==> src/rtl/swdb_pkg.sv <==
// Shared types and constants for the switch debouncer with chatter lockout.
// Holds the operation, event and register index codes and the interface structs.
// Depends on nothing.
`timescale 1ns / 1ps

package swdb_pkg;

   localparam int unsigned CNT_W = 8;
   localparam int unsigned CSR_INDEX_W = 3;
   localparam int unsigned CSR_DATA_W = 8;

   localparam logic OP_SAMPLE = 1'b0;
   localparam logic OP_TICK = 1'b1;

   localparam logic [CSR_INDEX_W-1:0] CSR_DEBOUNCE_THRESHOLD = 3'd0;
   localparam logic [CSR_INDEX_W-1:0] CSR_MAX_EDGES_PER_SECOND = 3'd1;
   localparam logic [CSR_INDEX_W-1:0] CSR_MAX_WINDOWS = 3'd2;
   localparam logic [CSR_INDEX_W-1:0] CSR_HAS_PARENT = 3'd3;
   localparam logic [CSR_INDEX_W-1:0] CSR_PORT_ID = 3'd4;

   typedef enum logic [1:0] {
      EDGE_NONE = 2'd0,
      EDGE_RISE = 2'd1,
      EDGE_FALL = 2'd2
   } edge_event_type;

   typedef struct packed {
      logic [CNT_W-1:0] debounce_threshold;
      logic [CNT_W-1:0] max_edges_per_second;
      logic [CNT_W-1:0] max_windows;
      logic             has_parent;
      logic [CNT_W-1:0] port_id;
   } cfg_type;

   typedef struct packed {
      edge_event_type   edge_event;
      logic [CNT_W-1:0] event_port;
      logic             level_changed;
      logic             latched_level;
      logic             input_enabled;
      logic             monitor_active;
   } result_type;

   typedef struct packed {
      logic enabled;
      logic monitor;
   } status_type;

   function automatic logic [CNT_W-1:0] sat_inc(input logic [CNT_W-1:0] v);
      sat_inc = (v == {CNT_W{1'b1}}) ? v : v + 1'b1;
   endfunction

endpackage

==> src/rtl/swdb_csr.sv <==
// Configuration register bank of the switch debouncer.
// Uses swdb_pkg for the register index codes and the configuration struct.
`timescale 1ns / 1ps

module swdb_csr (
   input  logic                               clock,
   input  logic                               reset,
   input  logic                               csr_valid,
   output logic                               csr_ready,
   input  logic [swdb_pkg::CSR_INDEX_W-1:0]   csr_index,
   input  logic [swdb_pkg::CSR_DATA_W-1:0]    csr_wdata,
   output swdb_pkg::cfg_type                  cfg
);
   import swdb_pkg::*;

   cfg_type cfg_ff;
   cfg_type cfg_in;

   assign csr_ready = 1'b1;
   assign cfg = cfg_ff;

   always_comb begin
      cfg_in = cfg_ff;
      if (csr_valid) begin
         case (csr_index)
            CSR_DEBOUNCE_THRESHOLD:   cfg_in.debounce_threshold = csr_wdata;
            CSR_MAX_EDGES_PER_SECOND: cfg_in.max_edges_per_second = csr_wdata;
            CSR_MAX_WINDOWS:          cfg_in.max_windows = csr_wdata;
            CSR_HAS_PARENT:           cfg_in.has_parent = csr_wdata[0];
            CSR_PORT_ID:              cfg_in.port_id = csr_wdata;
            default:                  cfg_in = cfg_ff;
         endcase
      end
   end

   always_ff @(posedge clock) begin
      if (reset) begin
         cfg_ff.debounce_threshold <= 8'd3;
         cfg_ff.max_edges_per_second <= 8'd10;
         cfg_ff.max_windows <= 8'd10;
         cfg_ff.has_parent <= 1'b1;
         cfg_ff.port_id <= 8'd0;
      end else begin
         cfg_ff <= cfg_in;
      end
   end

endmodule

==> src/rtl/swdb_core.sv <==
// Debounce and chatter monitor state with its single-pass update logic.
// Uses swdb_pkg for the configuration, result and status structs.
`timescale 1ns / 1ps

module swdb_core (
   input  logic                 clock,
   input  logic                 reset,
   input  logic                 step,
   input  logic                 op,
   input  logic                 level,
   input  swdb_pkg::cfg_type    cfg,
   output swdb_pkg::result_type res,
   output swdb_pkg::status_type status
);
   import swdb_pkg::*;

   logic             held_level_ff, held_level_in;
   logic [CNT_W-1:0] stable_count_ff, stable_count_in;
   logic             edge_pending_ff, edge_pending_in;
   logic [CNT_W-1:0] edges_in_window_ff, edges_in_window_in;
   logic [CNT_W-1:0] windows_seen_ff, windows_seen_in;
   logic             enabled_ff, enabled_in;
   logic             monitor_ff, monitor_in;

   logic             changed;
   logic [CNT_W-1:0] count_next;
   edge_event_type   event_code;

   always_comb begin
      held_level_in = held_level_ff;
      stable_count_in = stable_count_ff;
      edge_pending_in = edge_pending_ff;
      edges_in_window_in = edges_in_window_ff;
      windows_seen_in = windows_seen_ff;
      enabled_in = enabled_ff;
      monitor_in = monitor_ff;
      changed = 1'b0;
      event_code = EDGE_NONE;
      count_next = sat_inc(stable_count_ff);

      if (op == OP_SAMPLE) begin
         changed = (level != held_level_ff);
         held_level_in = level;
         count_next = changed ? {{(CNT_W-1){1'b0}}, 1'b1} : sat_inc(stable_count_ff);
         if (changed || edge_pending_ff) begin
            edge_pending_in = 1'b1;
            stable_count_in = count_next;
            if (enabled_ff && (count_next > cfg.debounce_threshold)) begin
               stable_count_in = '0;
               edge_pending_in = 1'b0;
               if (level) begin
                  event_code = EDGE_RISE;
                  if (cfg.has_parent && monitor_ff) begin
                     edges_in_window_in = sat_inc(edges_in_window_ff);
                  end
               end else begin
                  event_code = EDGE_FALL;
               end
            end
         end
      end else if (monitor_ff) begin
         if (edges_in_window_ff >= cfg.max_edges_per_second) begin
            enabled_in = 1'b0;
            monitor_in = 1'b0;
         end else begin
            edges_in_window_in = '0;
            windows_seen_in = sat_inc(windows_seen_ff);
         end
         if (windows_seen_in >= cfg.max_windows) begin
            monitor_in = 1'b0;
         end
      end
   end

   always_comb begin
      res.edge_event = event_code;
      res.event_port = (event_code != EDGE_NONE) ? cfg.port_id : '0;
      res.level_changed = changed;
      res.latched_level = held_level_in;
      res.input_enabled = enabled_in;
      res.monitor_active = monitor_in;
      status.enabled = enabled_ff;
      status.monitor = monitor_ff;
   end

   always_ff @(posedge clock) begin
      if (reset) begin
         held_level_ff <= 1'b0;
         stable_count_ff <= '0;
         edge_pending_ff <= 1'b0;
         edges_in_window_ff <= '0;
         windows_seen_ff <= '0;
         enabled_ff <= 1'b1;
         monitor_ff <= 1'b1;
      end else if (step) begin
         held_level_ff <= held_level_in;
         stable_count_ff <= stable_count_in;
         edge_pending_ff <= edge_pending_in;
         edges_in_window_ff <= edges_in_window_in;
         windows_seen_ff <= windows_seen_in;
         enabled_ff <= enabled_in;
         monitor_ff <= monitor_in;
      end
   end

endmodule

==> src/rtl/switch_debounce_with_chatter_lockout_unit.sv <==
// Switch debouncer with chatter lockout: input register, update logic, result register.
// A req_ transfer loads the input register; the result register then offers the rsp_ result.
// Throughput is one item per cycle while rsp_ready does not stall the result register.
// Synchronous active-high reset clears both valid flags and the state and sets CSR defaults.
// Depends on swdb_pkg, swdb_csr and swdb_core.
`timescale 1ns / 1ps

module switch_debounce_with_chatter_lockout_unit (
   input  logic                             clock,
   input  logic                             reset,
   input  logic                             req_valid,
   output logic                             req_ready,
   input  logic                             req_operation,
   input  logic                             req_sample_level,
   output logic                             rsp_valid,
   input  logic                             rsp_ready,
   output logic [1:0]                       rsp_edge_event,
   output logic [7:0]                       rsp_event_port,
   output logic                             rsp_level_changed,
   output logic                             rsp_latched_level,
   output logic                             rsp_input_enabled,
   output logic                             rsp_monitor_active,
   input  logic                             csr_valid,
   output logic                             csr_ready,
   input  logic [swdb_pkg::CSR_INDEX_W-1:0] csr_index,
   input  logic [swdb_pkg::CSR_DATA_W-1:0]  csr_wdata
);
   import swdb_pkg::*;

   cfg_type    cfg;
   result_type res;
   status_type status;

   logic       in_valid_ff, in_valid_in;
   logic       in_op_ff;
   logic       in_level_ff;
   logic       rsp_valid_ff, rsp_valid_in;
   result_type rsp_ff;
   logic       advance;
   logic       req_take;

   swdb_csr u_csr (
      .clock     (clock),
      .reset     (reset),
      .csr_valid (csr_valid),
      .csr_ready (csr_ready),
      .csr_index (csr_index),
      .csr_wdata (csr_wdata),
      .cfg       (cfg)
   );

   swdb_core u_core (
      .clock  (clock),
      .reset  (reset),
      .step   (advance),
      .op     (in_op_ff),
      .level  (in_level_ff),
      .cfg    (cfg),
      .res    (res),
      .status (status)
   );

   assign advance = in_valid_ff && (!rsp_valid_ff || rsp_ready);
   assign req_ready = !in_valid_ff || advance;
   assign req_take = req_valid && req_ready;
   assign in_valid_in = req_take || (in_valid_ff && !advance);
   assign rsp_valid_in = advance || (rsp_valid_ff && !rsp_ready);

   always_ff @(posedge clock) begin
      if (reset) begin
         in_valid_ff <= 1'b0;
         rsp_valid_ff <= 1'b0;
      end else begin
         in_valid_ff <= in_valid_in;
         rsp_valid_ff <= rsp_valid_in;
      end
   end

   always_ff @(posedge clock) begin
      if (req_take) begin
         in_op_ff <= req_operation;
         in_level_ff <= req_sample_level;
      end
      if (advance) begin
         rsp_ff <= res;
      end
   end

   assign rsp_valid = rsp_valid_ff;
   assign rsp_edge_event = rsp_ff.edge_event;
   assign rsp_event_port = rsp_ff.event_port;
   assign rsp_level_changed = rsp_ff.level_changed;
   assign rsp_latched_level = rsp_ff.latched_level;
   assign rsp_input_enabled = rsp_ff.input_enabled;
   assign rsp_monitor_active = rsp_ff.monitor_active;

   a_no_event_no_port: assert property (@(posedge clock) disable iff (reset)
      rsp_valid_ff && rsp_ff.edge_event == EDGE_NONE |-> rsp_ff.event_port == '0)
      else $error("Port number reported without an edge event.");

   a_rise_high_level: assert property (@(posedge clock) disable iff (reset)
      rsp_valid_ff && rsp_ff.edge_event == EDGE_RISE |-> rsp_ff.latched_level)
      else $error("Rising edge reported with a low latched level.");

   a_lockout_stops_monitor: assert property (@(posedge clock) disable iff (reset)
      rsp_valid_ff && !rsp_ff.input_enabled |-> !rsp_ff.monitor_active)
      else $error("Monitor still running after lockout.");

   a_lockout_sticky: assert property (@(posedge clock) disable iff (reset)
      !status.enabled |=> !status.enabled)
      else $error("Input re-enabled after lockout.");

endmodule

==> config.mk <==
export PLATFORM = sky130hd
export DESIGN_NAME = switch_debounce_with_chatter_lockout_unit
export DESIGN_NICKNAME = d
export VERILOG_FILES = /design/src/rtl/swdb_pkg.sv /design/src/rtl/swdb_csr.sv /design/src/rtl/swdb_core.sv /design/src/rtl/switch_debounce_with_chatter_lockout_unit.sv
export SDC_FILE = /design/constraint.sdc
export NUM_CORES = 1
export LEC_CHECK = 0
export BUFFER_PORTS_ARGS = -buffer_cell sky130_fd_sc_hd__buf_2
export CAP_MARGIN = 20
export CORE_MARGIN = 4
export CORE_UTILIZATION = 35
export CTS_BUF_LIST = sky130_fd_sc_hd__clkbuf_2 sky130_fd_sc_hd__clkbuf_4 sky130_fd_sc_hd__clkbuf_8
export CTS_CLUSTER_DIAMETER = 200
export DETAILED_ROUTE_END_ITERATION = 6
export PLACE_DENSITY = 0.59
export SLEW_MARGIN = 10
export SYNTH_ARGS = -nofsm -noshare
export SYNTH_HDL_FRONTEND = slang
export SYNTH_SLANG_ARGS = --single-unit
==> constraint.sdc <==
create_clock -name clock -period 3.7 [get_ports clock]
set_clock_uncertainty 0.15 [all_clocks]
set_input_delay 0.37 -clock clock [delete_from_list [all_inputs] [get_ports clock]]
set_output_delay 0.37 -clock clock [all_outputs]
set_load 0.01 [all_outputs]
### Word level (Yosys, flattened, before mapping)

Index checks and enable logic that the tools add are counted.

* memories: 0
* ROM bits: 0
* logic and storage cells: 97
* memory bits (writable): 0
* input bits: 18
* output and inout port bits: 17
* register bits after elaboration: 79
* bits in latches: 0

* reductions and logical operators: 29
* bitwise logic cells: 1
* $lt $le $gt $ge: 3
* multiply operators: 0
* div/mod/pow operators: 0
* eq/ne operators: 11
* mux-type cells: 28
* add/subtract/negate cells: 3
* shifts and indexed selects: 0

Operators with widths (count)
* $mux 8: 15
* $add 8x1->8 const B: 3
* $eq 8x8->1 const B: 3
* $ge 8x8->1: 2
* $reduce_and 2->1: 5
* $reduce_bool 2->1: 5
* $mux 1: 9
* $gt 8x8->1: 1
* $mux 2: 4
* $reduce_and 8->1: 1
* $eq 3x2->1 const B: 2
* $logic_and 1x1->1: 6
* $reduce_and 3->1: 2
* $logic_or 1x1->1: 5
* $logic_not 1->1: 4
* $ne 2x2->1 const B: 2
* $eq 3x1->1 const B: 1
* $eq 3x3->1 const B: 1
* $logic_not 3->1: 1
* $ne 2x1->1 const B: 1
* $ne 1x1->1: 1
* $not 1->1: 1

### Logic depth before layout (Yosys ltp)

* depth after elaboration: 9
* gate-level depth with buffers: 15
* mapped depth without buffers: 15

### By module

A second synthesis with hierarchy kept.

* cells, all modules: 452
* area, all modules: 4276.6 um2

By module, submodules not included
* swdb_core: instances 1, sequential area each 560.5 um2, cells an instance 297, area each 2309.7 um2
* swdb_csr: instances 1, sequential area each 660.6 um2, cells an instance 129, area each 1382.6 um2
* switch_debounce_with_chatter_lockout_unit: instances 1, sequential area each 520.5 um2, cells an instance 26, area each 584.3 um2

### Worst setup path before layout

Ideal clock, no wire load.

* path type: register to register
* start point: register u_core.edges_in_window_ff[0]
* end point: register u_core.monitor_ff
* path buffers: 0
* path slack: 0.399 ns
* cell stages (with the launch flop): 15
* arrival: 3.031 ns
* library setup time: 0.120 ns
* required time: 3.430 ns
* cells stage by stage: dfxtp_1 inv_1 ha_1 nand2b_1 a2111oi_0 o31ai_1 nor2_1 mux2_2 ha_1 nand2_1 o21ai_0 o2111ai_1 a21oi_1 o41ai_1 a211o_1

RTL lines
* start, declared: line swdb_core.sv:20 `logic [CNT_W-1:0] edges_in_window_ff, edges_in_window_in;`
* start signal, assigned: line swdb_core.sv:99 `edges_in_window_ff <= edges_in_window_in;`
* end signal, assigned: line swdb_core.sv:102 `monitor_ff <= monitor_in;`
* end, declared: line swdb_core.sv:23 `logic monitor_ff, monitor_in;`

==> flow_metrics.env <==
export IMPL_global_route_usage_met3_pct=3.579
export IMPL_area_growth_synth_to_final_pct=13.90
export IMPL_crit_slowest_cell="o41ai_2"
export IMPL_power_net_switching_w=0.0004538
export IMPL_place_detailed_instances=612
export IMPL_groute_layer_met2_usage_pct=25.53
export IMPL_final_setup_worst_slack_ns=0.2280
export IMPL_grt_pass1_vias=3299
export IMPL_synthCells=450
export IMPL_worst_ir_drop_vdd_uv=161.5
export IMPL_cts_setup_buffers=0
export IMPL_rsz0062_at_grt="false"
export IMPL_drt_vias_per_instance=5.268
export IMPL_synthAdderAreaFrac_pct=8.469
export IMPL_fin_crit_sh_pct=93.84
export IMPL_crit_chain="inv_1 > ha_1 > nand2b_1 > a2111oi_4 > o31ai_2 > nor2_2 > nand2_1 > xnor2_2 > ha_1 > a21o_1 > a211oi_2 > a21oi_1 > o41ai_2"
export IMPL_wire_length_of_the_first_global_routing_pass_mm=15.53
export IMPL_layout_drive_gt1_share_pct=15.16
export IMPL_ys_async_sr_fraction_pct=0
export IMPL_rrSetupSlack_ns=0.23
export IMPL_synth_xor_xnor_area_share_pct=3.043
export IMPL_rows=38
export IMPL_endpoint_kind="flip-flop"
export IMPL_postRouteAntennaNets=0
export IMPL_timing_worst_slew_pin_value_ns=0.8775
export IMPL_synthSimpleGateAreaFrac_pct=22.71
export IMPL_globalRouteOverflowTotal=0
export IMPL_grt_util_all_layers_pct=14.76
export IMPL_ys_warnings_count=0
export IMPL_final_cell_count_no_fill=628
export IMPL_initialDrtViolationCount=209
export IMPL_final_number_of_max_transition_violations=0
export IMPL_num_io_pins=35
export IMPL_cp_slowest_stage_delay_ns=0.44
export IMPL_critical_path_peak_fanout=6
export IMPL_floorplan_core_area_um2=10980
export IMPL_cap_viol_max_count=0
export IMPL_insertion_delay_ns=0.36
export IMPL_final_hold_violation_count=0
export IMPL_synth_area_per_cell_um2=8.864
export IMPL_power_density_cell_area_nw_per_um2=363.8
export IMPL_clkTransAtPathRegs_ns=0.08
export IMPL_p_sw_share_pct=27.46
export IMPL_fp_dieH_um=114.8
export IMPL_die_area_um2=13170
export IMPL_critical_path_top_delay_family="compound AO/OA/AOI/OAI gates"
export IMPL_min_period_ns=3.472
export IMPL_numClockSinks=79
export IMPL_cell_internal_pwr_w=0.001199
export IMPL_timing_critical_path_arrival_ns=3.45
export IMPL_setup_viol=0
export IMPL_dp_worst_setup_slack_ns=-0.00006728
export IMPL_grt_start_max_net_pins=47
export IMPL_finalWirelength_mm=9.080
export IMPL_via_count=3308
export IMPL_dieWidth_um=114.8
export IMPL_initial_core_util_pct=36.32
export IMPL_mappedNetlistArea_um2=3989
export IMPL_timing_max_slew_rel_slack_pct=41.50
export IMPL_setup_worst_path_class="flip-flop to flip-flop"
export IMPL_critical_path_buf_inv_count=1
export IMPL_fmax_mhz=288.0
export IMPL_design_final_nets=528
export IMPL_finalPower_w=0.001653
export IMPL_power_frac_seq_pct=55.1
export IMPL_routabilityCongestion=0.8086
export IMPL_power_share_clock_pct=37.0
export IMPL_placement_io_buffers=33
export IMPL_tritoncts="yes"
export IMPL_clock_path_buffers=2
export IMPL_ctsRootBufferMaster="clkbuf_8"
export IMPL_diodes=0
export IMPL_largest_family_of_logic_cells_by_synthesized_area="simple AND/OR/NAND/NOR gates"
export IMPL_synth_mux_area_share_pct=3.105
export IMPL_dominantRegCellSynth="dfxtp_1"
export IMPL_dr_pass1_iterations=4
export IMPL_detailed_place_hpwl_mm=6.647
export IMPL_syn_nets=495
export IMPL_synth_compound_area_share_pct=14.40
export IMPL_detail_route_drc_violations=0
export IMPL_htreeDepth=3
export IMPL_top_usage_layer="met2"
export IMPL_ys_seq_elements=79
export IMPL_synthDistinctLibCells=54
export IMPL_cp_common_cell="ha_1"
export IMPL_wl_per_instance_um=14.46
export IMPL_synth_enable_flop_cells=16
export IMPL_inserted_clock_buffers=9
export IMPL_cp_data_required_time_ns=3.68
export IMPL_comb_power_share_pct=7.9
export IMPL_grt_met1_usage_pct=18.40
export IMPL_postCtsHoldBufs=0
export IMPL_p_leak_nw=1.746
export IMPL_finish_utilization_pct=41.36
export IMPL_grt_antenna_before_repair=0
export IMPL_startpoint_type="flip-flop"
export IMPL_worst_hold_path_type="primary input to flip-flop"
export IMPL_outcome="finished, final reports clean"
export IMPL_synth_yosys_seq_area_share_pct=43.66
registers in the layout (all words and copies together), names as in the netlist:
name,cells
u_core.edges_in_window_ff,8
in_op_ff,1
u_core.held_level_ff,1
u_csr.cfg,33
rsp_valid,1
u_core.enabled_ff,1
u_core.stable_count_ff,8
rsp_latched_level,1
rsp_monitor_active,1
rsp_edge_event,2
in_level_ff,1
in_valid_ff,1
u_core.windows_seen_ff,8
u_core.monitor_ff,1
rsp_event_port,8
rsp_level_changed,1
rsp_input_enabled,1
u_core.edge_pending_ff,1
through the flow:
step	hold WS, ns	instance area [um^2]	TNS, ns
floorplan	0.2817	3989	0
global route	0.02205	4543	0
CTS	0.02895	4488	0
finish	0.04324	4543	0
detailed placement	0.2927	4295	-0.00006728
global placement	0.2931	4295	0
synthesized netlist by cell type, drive strengths merged (6+ instances only):
cell type / number / share of area [%]
o21ai: 11 / 1.4
and2: 11 / 1.7
o211ai: 12 / 2.4
dfxtp: 63 / 32
nand2: 72 / 6.8
a31oi: 7 / 1.1
mux2i: 9 / 2.3
xnor2: 11 / 2.4
nor3: 11 / 1.4
nor2: 36 / 3.5
inv: 29 / 2.7
clkbuf: 13 / 1.2
nand3: 18 / 2.3
nand2b: 6 / 0.94
a21oi: 29 / 3.6
edfxtp: 16 / 12
and3: 10 / 1.6
ha: 27 / 8.5
layout make-up:
| type | instances | area (um^2) |
|---|---|---|
| clock inverters | 7 | 61.31 |
| inverters | 29 | 108.9 |
| flip-flops and latches | 79 | 1743 |
| fillers | 1096 | 6440 |
| clock buffers | 9 | 123.9 |
| multi-input cells | 326 | 2128 |
| well taps | 140 | 175.2 |
| repair buffers | 38 | 202.7 |
metal layers:
metal | share of wire, % | up-vias
li1 | - | 1663
met1 | 44 | 1566
met2 | 50 | 69
met3 | 5.4 | 10
met4 | 1.0 | 0
met5 | 0 | -
logic make-up after synthesis:
| family | after synthesis |
|---|---|
| multiplexers | 12 |
| XOR/XNOR | 13 |
| other | 1 |
| flip-flops | 79 |
| AND/OR/NAND/NOR | 189 |
| buffers and inverters | 45 |
| AO/OA/AOI/OAI | 84 |
| adder cells (fa/ha/maj) | 27 |
worst paths after layout:
| kind | start | endpoint | depth (start not counted) |
|---|---|---|---|
| worst max-delay path | u_core.edges_in_window_ff[0]$_SDFFE_PP0P_ | rsp_monitor_active$_DFFE_PP_ | 13 |
| worst min-delay path | req_sample_level | in_level_ff$_DFFE_PP_ | 1 |
| worst max register to register | u_core.edges_in_window_ff[0]$_SDFFE_PP0P_ | rsp_monitor_active$_DFFE_PP_ | 13 |
| worst min register to register | u_csr.cfg[0]$_SDFFE_PP0P_ | u_csr.cfg[0]$_SDFFE_PP0P_ | 2 |
power groups by stage:
stage                     combinational [W]  clock [W]  sequential (W)
after floorplan                   0.0000794          0        0.000929
final                              0.000131   0.000612        0.000910
after global routing               0.000148   0.000677        0.000913
after global placement             0.000127          0        0.000929
after CTS                          0.000129   0.000638        0.000910
after detailed placement           0.000129          0        0.000930
worst reg2reg max path, delay by kind of cell (launching register included):
kind                       cells  cell delay (ns)
AOI/OAI and AO/OA              6             1.44
xor gates and xnor gates       1             0.15
adders and majority gates      2             0.56
buffers and inverters          1             0.05
DFF                            1             0.33
and+or+nand+nor                3             0.57
what timing repair did:
action	in CTS	in global routing
setup endpoints to repair	1	17
pin swaps	0	4
gates resized for setup	1	11
cell usage in the layout (no fill, tap or decap), types with 6 or more instances in the layout:
| master | instances |
|---|---|
| nand2_1 | 72 |
| dfxtp_1 | 62 |
| nor2_1 | 34 |
| buf_2 | 33 |
| inv_1 | 29 |
| a21oi_1 | 29 |
| ha_1 | 27 |
| nand3_1 | 18 |
| edfxtp_1 | 16 |
| o21ai_0 | 11 |
| o211ai_1 | 11 |
| and2_1 | 11 |
| xnor2_1 | 10 |
| nor3_1 | 10 |
| and3_1 | 9 |
| mux2i_1 | 9 |
| clkbuf_8 | 9 |
| a31oi_1 | 7 |
| nand2b_1 | 6 |
(Power assumes the default switching activity.)
